$ cat src/tpq_pkg.sv
// ----------------------------------------------------------------------------
// tpq_pkg
// Shared codes, field widths and control types for the timestamp-ordered
// packet queue.
// ----------------------------------------------------------------------------
package tpq_pkg;

  // fixed field widths
  localparam int unsigned OP_W     = 2;
  localparam int unsigned STATUS_W = 2;
  localparam int unsigned BYTES_W  = 24;
  localparam int unsigned COUNT_W  = 7;
  localparam int unsigned TOTAL_W  = 30;

  // operation codes
  localparam logic [OP_W-1:0] OP_PUT   = 2'd0;
  localparam logic [OP_W-1:0] OP_GET   = 2'd1;
  localparam logic [OP_W-1:0] OP_CLEAR = 2'd2;

  // status codes
  localparam logic [STATUS_W-1:0] ST_DONE  = 2'd0;
  localparam logic [STATUS_W-1:0] ST_EMPTY = 2'd1;
  localparam logic [STATUS_W-1:0] ST_FULL  = 2'd2;

  // per-cycle command broadcast to every cell of the row
  typedef struct packed {
    logic put;
    logic get;
  } cell_ctrl_t;

endpackage

$ cat src/tpq_cell.sv
// ----------------------------------------------------------------------------
// tpq_cell
// One slot of the sorted shift row: holds a descriptor, compares it against
// the incoming timestamp and shifts right on put or left on get.
// ----------------------------------------------------------------------------
module tpq_cell #(
  parameter int unsigned IDX      = 0,
  parameter int unsigned CNT_W    = 7,
  parameter int unsigned PTS_BITS = 33,
  parameter int unsigned TAG_BITS = 16
) (
  input  logic                        clk_i,
  input  tpq_pkg::cell_ctrl_t         ctrl_i,
  input  logic [CNT_W-1:0]            count_i,
  input  logic [PTS_BITS-1:0]         new_pts_i,
  input  logic [tpq_pkg::BYTES_W-1:0] new_bytes_i,
  input  logic [TAG_BITS-1:0]         new_tag_i,
  input  logic                        left_ins_i,
  input  logic [PTS_BITS-1:0]         left_pts_i,
  input  logic [tpq_pkg::BYTES_W-1:0] left_bytes_i,
  input  logic [TAG_BITS-1:0]         left_tag_i,
  input  logic [PTS_BITS-1:0]         right_pts_i,
  input  logic [tpq_pkg::BYTES_W-1:0] right_bytes_i,
  input  logic [TAG_BITS-1:0]         right_tag_i,
  output logic                        ins_o,
  output logic [PTS_BITS-1:0]         pts_o,
  output logic [tpq_pkg::BYTES_W-1:0] bytes_o,
  output logic [TAG_BITS-1:0]         tag_o
);

  logic [PTS_BITS-1:0]         pts_q;
  logic [tpq_pkg::BYTES_W-1:0] bytes_q;
  logic [TAG_BITS-1:0]         tag_q;
  logic                        occupied;
  logic                        at_tail;

  // this slot moves on put when it holds a later timestamp or is the free tail
  assign occupied = count_i > CNT_W'(IDX);
  assign at_tail  = count_i == CNT_W'(IDX);
  assign ins_o    = (occupied && (pts_q > new_pts_i)) || at_tail;

  // slot update: insert, shift right, shift left or hold
  always_ff @(posedge clk_i) begin
    if (ctrl_i.put && ins_o) begin
      if (left_ins_i) begin
        pts_q   <= left_pts_i;
        bytes_q <= left_bytes_i;
        tag_q   <= left_tag_i;
      end else begin
        pts_q   <= new_pts_i;
        bytes_q <= new_bytes_i;
        tag_q   <= new_tag_i;
      end
    end else if (ctrl_i.get) begin
      pts_q   <= right_pts_i;
      bytes_q <= right_bytes_i;
      tag_q   <= right_tag_i;
    end
  end

  assign pts_o   = pts_q;
  assign bytes_o = bytes_q;
  assign tag_o   = tag_q;

endmodule

$ cat config.mk
export PLATFORM = sky130hd
export DESIGN_NAME = tpq_cell
export DESIGN_NICKNAME = d
export VERILOG_FILES = /design/src/tpq_pkg.sv /design/src/tpq_cell.sv
export SDC_FILE = /design/constraint.sdc
export NUM_CORES = 1
export LEC_CHECK = 0
export ABC_AREA = 1
export BUFFER_PORTS_ARGS = -buffer_cell sky130_fd_sc_hd__buf_4
export CORE_MARGIN = 5
export CORE_UTILIZATION = 42
export CTS_CLUSTER_DIAMETER = 150
export CTS_CLUSTER_SIZE = 14
export DETAILED_ROUTE_END_ITERATION = 10
export MAX_ROUTING_LAYER = met4
export PLACE_DENSITY = 0.78
export SKIP_LAST_GASP = 1
export SLEW_MARGIN = 20
export SYNTH_ARGS = -nofsm -noshare
export SYNTH_HDL_FRONTEND = slang
export SYNTH_SLANG_ARGS = --single-unit
export TNS_END_PERCENT = 20
$ cat constraint.sdc
create_clock -name clk_i -period 6.52 [get_ports clk_i]
set_input_delay 0.652 -clock clk_i [delete_from_list [all_inputs] [get_ports clk_i]]
set_output_delay 0.652 -clock clk_i [all_outputs]
set_load 0.1 [all_outputs]
# Yosys cells after proc, flatten, opt, wreduce, memory -nomap -nowiden
# Cells that the tools add are included.
[word_totals]
regBits = 73
latchBits = 0
ram_bits = 0
rom_bits = 0
inputBits = 230
out_inout_bits = 74
wordCells = 19
memories = 0
[classes]
addsub = 0
n_mul = 0
n_div = 0
n_lt_le_gt_ge = 2
n_eq_ne = 0
shifts = 0
mux = 9
bitwise = 0
n_reduce_logical = 5
[op_table]
columns = ["op", "n"]
rows = [
  ["two-way mux 33 bit", 3],
  ["two-way mux 24 bit", 3],
  ["two-way mux 16 bit", 3],
  ["> comparator 33 bit", 1],
  ["> comparator 7 x 1 -> 1 bit, second input constant", 1],
  ["zero test 7 bit", 1],
  ["logical AND 1 bit", 2],
  ["nonzero test 2 bit", 1],
  ["logical OR 1 bit", 1],
]

# Depth between registers and ports, before layout
[logic_depth]
ltp_word = 5
depth_mapped = 19
mapped_depth_nobuf = 17

# Least setup slack after synthesis
# Ideal clock, no wire load.
[synth_path]
path_type = "reg2reg"
startpoint = "register pts_q[28] (netlist: pts_o[28])"
endpoint = "register bytes_q (netlist bit bytes_o[0]) (enable)"
setup_ps = 433
t_arrival_ps = 3835
t_required_ps = 6087
setup_slack_ps = 2252
path_stages_with_launch = 16
path_buffers = 2
cell_sequence = "edfxtp_1 -> ha_1 -> nand2_1 -> nor2_1 -> nand2_1 -> nor2_2 -> nand2_1 -> nand2_1 -> nor2_1 -> nand2_1 -> nand2_2 -> nand2_2 -> nand2_2 -> buf_8 -> buf_8 -> nand2_1"
[synth_between]
elab_chain_len = 5
[synth_rtl]
columns = ["item", "line_no", "source"]
rows = [
  ["start, declared", "tpq_cell.sv:31", "logic [PTS_BITS-1:0] pts_q;"],
  ["start signal, assigned", "tpq_cell.sv:46", "pts_q <= left_pts_i;"],
  ["start signal, assigned", "tpq_cell.sv:50", "pts_q <= new_pts_i;"],
  ["start signal, assigned", "tpq_cell.sv:55", "pts_q <= right_pts_i;"],
  ["> comparator 33 bit", "tpq_cell.sv:40", "assign ins_o = (occupied && (pts_q > new_pts_i)) || at_tail;"],
  ["logical AND 1 bit", "tpq_cell.sv:40", ""],
  ["logical OR 1 bit", "tpq_cell.sv:40", ""],
  ["logical AND 1 bit", "tpq_cell.sv:44", "if (ctrl_i.put && ins_o) begin"],
  ["nonzero test 2 bit (no source line)", "-", ""],
  ["end signal, assigned", "tpq_cell.sv:47", "bytes_q <= left_bytes_i;"],
  ["end signal, assigned", "tpq_cell.sv:51", "bytes_q <= new_bytes_i;"],
  ["end signal, assigned", "tpq_cell.sv:56", "bytes_q <= right_bytes_i;"],
  ["end, declared", "tpq_cell.sv:32", "logic [tpq_pkg::BYTES_W-1:0] bytes_q;"],
]
# No other way between the ends.
# A chain may end at the register's enable or synchronous reset.

# Final worst setup path
[layout_path]
startpoint = "input port new_pts_i[28]"
endpoint = "output port ins_o"
[layout_between]
elab_chain_len = 3
[layout_rtl]
columns = ["item", "line_no", "source"]
rows = [
  ["start, declared", "tpq_cell.sv:15", "input logic [PTS_BITS-1:0] new_pts_i,"],
  ["> comparator 33 bit", "tpq_cell.sv:40", ""],
  ["logical AND 1 bit", "tpq_cell.sv:40", ""],
  ["logical OR 1 bit", "tpq_cell.sv:40", ""],
  ["end, declared", "tpq_cell.sv:25", "output logic ins_o,"],
]
# No other way between the ends.

==> reports/metrics.yaml <==
status: "finished clean"
core_mm2: 0.0121
cts.sinks: 73
htreeDepth: 3
yosysUniqueCellTypes: 27
post_synth_and_or_nand_nor_area_fraction_pct: 28.4
antennaDiodeCount: 0
crit_path_frequent_cell: "nand2_1"
clkLatencyLatePin_ps: 330
gp_congestion: 0.811
synth_mux_area_share_pct: 8.91
synthesis.area_mm2: 0.00518
peakVddDrop_mv: 0.136
yosysSeqAreaShare_pct: 42.3
drtIter0Drc: 351
worst_slew_pin_slew_ps: 1020
critPathMaxStageDelay_ps: 640
cp_max_fo: 74
initial_core_util_pct: 43.0
slew_viol_final: 0
cts_made_buffers: 9
crit_arrival_ps: 3080
cp_num_buf_inv: 4
syn_area_per_cell_um2: 8.52
grt_busiest_layer: "met2"
cts_tree: "done"
num_vias: 5219
port_buffers: 303
gr-total-overflow: 0
fin_hold_ws_ps: 585
wl_mm: 16.9
ys_async_sr_fraction_pct: 0
grt.met2_usage_pct: 38.3
cts-root-to-sink-buffers: 2
vias_per_cell: 4.92
ys.warnings.count: 0
yosys_most_used_dff: "edfxtp_1"
grt_use_met1_pct: 25.7
layout_worst_path_cycle_share_pct: 57.3
synth-compound-area-share_pct: 4.44
row_count: 40
start_kind: "primary input"
final_nets: 1150
hold_viol: 0
final_cell_mix: "buf_4, nand2_1, nand3_1, edfxtp_1, inv_1"
setup_violations: 0
dieArea_mm2: 0.0147
grt_usage_pct: 22.8
cts_root_buf: "clkbuf_16"
netlist_instances: 608
antenna_left: 0
synth-adder-area-share_pct: 7.97
synth_fp_nets: 871
die_h_um: 121
grt_max_degree: 106
final_util_pct: 64.6
endpoint_kind: "output port"
final_layout_size_suffix_gt1_share_pct: 43.3
p_leak_uw: 0.00400
hold_path.class: "primary input to register"
post-dp-hpwl_mm: 12.6
cp_slowest_cell: "buf_4"
wire_per_inst_um: 16.0
layout_commonest_cell: "buf_4"
area_growth_pct: 50.4
powerDensity_mw_per_mm2: 294
clk_pin_slew_worst_paths_ps: 60
critPathTopFamily: "buffers and inverters"
cap_violations: 0
relSlewSlack_pct: 32.1
fin_tns_setup_ps: 0
fillers: 1062
cts_resized: 0
crit_type: "primary input to output port"
synth-xor-area-share_pct: 0
synth-edff-count: 73
grt_pass1_vias: 5340
grt_pass1_wl_mm: 25.7
post_cts.repair.setup_buffers: 0
cts_hold_buf: 0
die_w_um: 121
cp.required_ps: 5870
rsz0062_at_grt: "false"
antenna_found_initial: 0
grt_use_met3_pct: 6.25
drc_errors: 0
firstDrtPassIters: 5
worstPathCellList: "buf_4, inv_1, ha_1, nand2_1, nor2_1, nand2_1, nor2_2, nand2_1, nand2_1, nor2_1, nand2_1, nand2_2, nand2_2, buf_4, buf_4"
min_period_ps: 3740
ios: 304
synth_top_family_by_area: "simple AND/OR/NAND/NOR gates"
clock.fmax_mhz: 268
ys_ff_latch: 73
fin_skew_ps: 11.4
worst register-to-register path, cell delays in order, from the launching register on:
cell and delay, ps:
edfxtp_1 390, ha_1 320, nand2_1 80, nor2_1 180
nand2_1 120, nor3_1 190, nand4_1 130, nand2_2 110
nand2_2 70, nand2_4 700, nand2_4 850
path summary, 6_finish.rpt:
check                                          from               endpoint  cells past startpoint  slack, ps
worst max-delay path                  new_pts_i[28]                  ins_o                     15       2780
worst min-delay path              right_bytes_i[20]  bytes_o[20]$_DFFE_PP_                      3        590
worst max register to register   pts_o[8]$_DFFE_PP_     pts_o[1]$_DFFE_PP_                     10       2860
worst min register to register  pts_o[17]$_DFFE_PP_     pts_o[7]$_DFFE_PP_                      9       1760
layout make-up:
cell class / instances / area, um^2 / share of cell area (%)
well taps: 168 / 210 / 2.70
multi-input cells: 451 / 2590 / 33.2
clock buffers: 10 / 229 / 2.94
flip-flops and latches: 73 / 2190 / 28.1
repair buffers: 304 / 2290 / 29.3
clock inverters: 6 / 106 / 1.37
inverters: 48 / 180 / 2.31
cell families after synthesis:
family | count (synthesis)
muxes | 41
adders and majority gates | 33
and+or+nand+nor | 332
DFF | 73
AOI/OAI and AO/OA | 45
buffers and inverters | 84
registers in the layout (all words and copies together), names as in the netlist:
register and flops:
pts_o 33, tag_o 16, bytes_o 24
metal layers:
layer	share of wire, %	up-vias
met2	51	254
met5	0	-
met4	3.1	0
met3	9.6	35
li1	-	2581
met1	37	2349
per-stage QoR:
| stage | area (um^2) | std cells | total power, uW | setup WS [ps] |
|---|---|---|---|---|
| floorplan | 5180 | 608 | 1470 | 2250 |
| global placement | 7450 | 1044 | 1730 | 2540 |
| detailed placement | 7450 | 1044 | 1750 | 2460 |
| CTS | 7790 | 1060 | 2310 | 2790 |
| global route | 7790 | 1060 | 2390 | 2570 |
| finish | 7790 | 1060 | 2290 | 2780 |
power breakdown:
part,total [uW],internal (uW),switching [uW]
combinational,1090,282,803
sequential,649,618,30.6
clock,560,372,188
synth_stat cells, types with 2 or more instances:
cell,n,area share (%)
o21ai_1,8,0.77
a21oi_1,11,1.1
edfxtp_1,73,42
buf_2,8,0.77
buf_8,2,0.58
ha_1,33,8.0
nor2_1,12,0.87
o21ai_0,24,2.3
nor3_1,2,0.19
nand2_1,214,16
mux2_2,41,8.9
buf_6,5,1.1
nand3_1,75,7.2
nand2_2,14,1.7
inv_1,48,3.5
buf_4,3,0.43
nand2_4,10,2.2
a21o_1,2,0.29
clkbuf_1,15,1.1
Power figures use the tool's default switching activity.
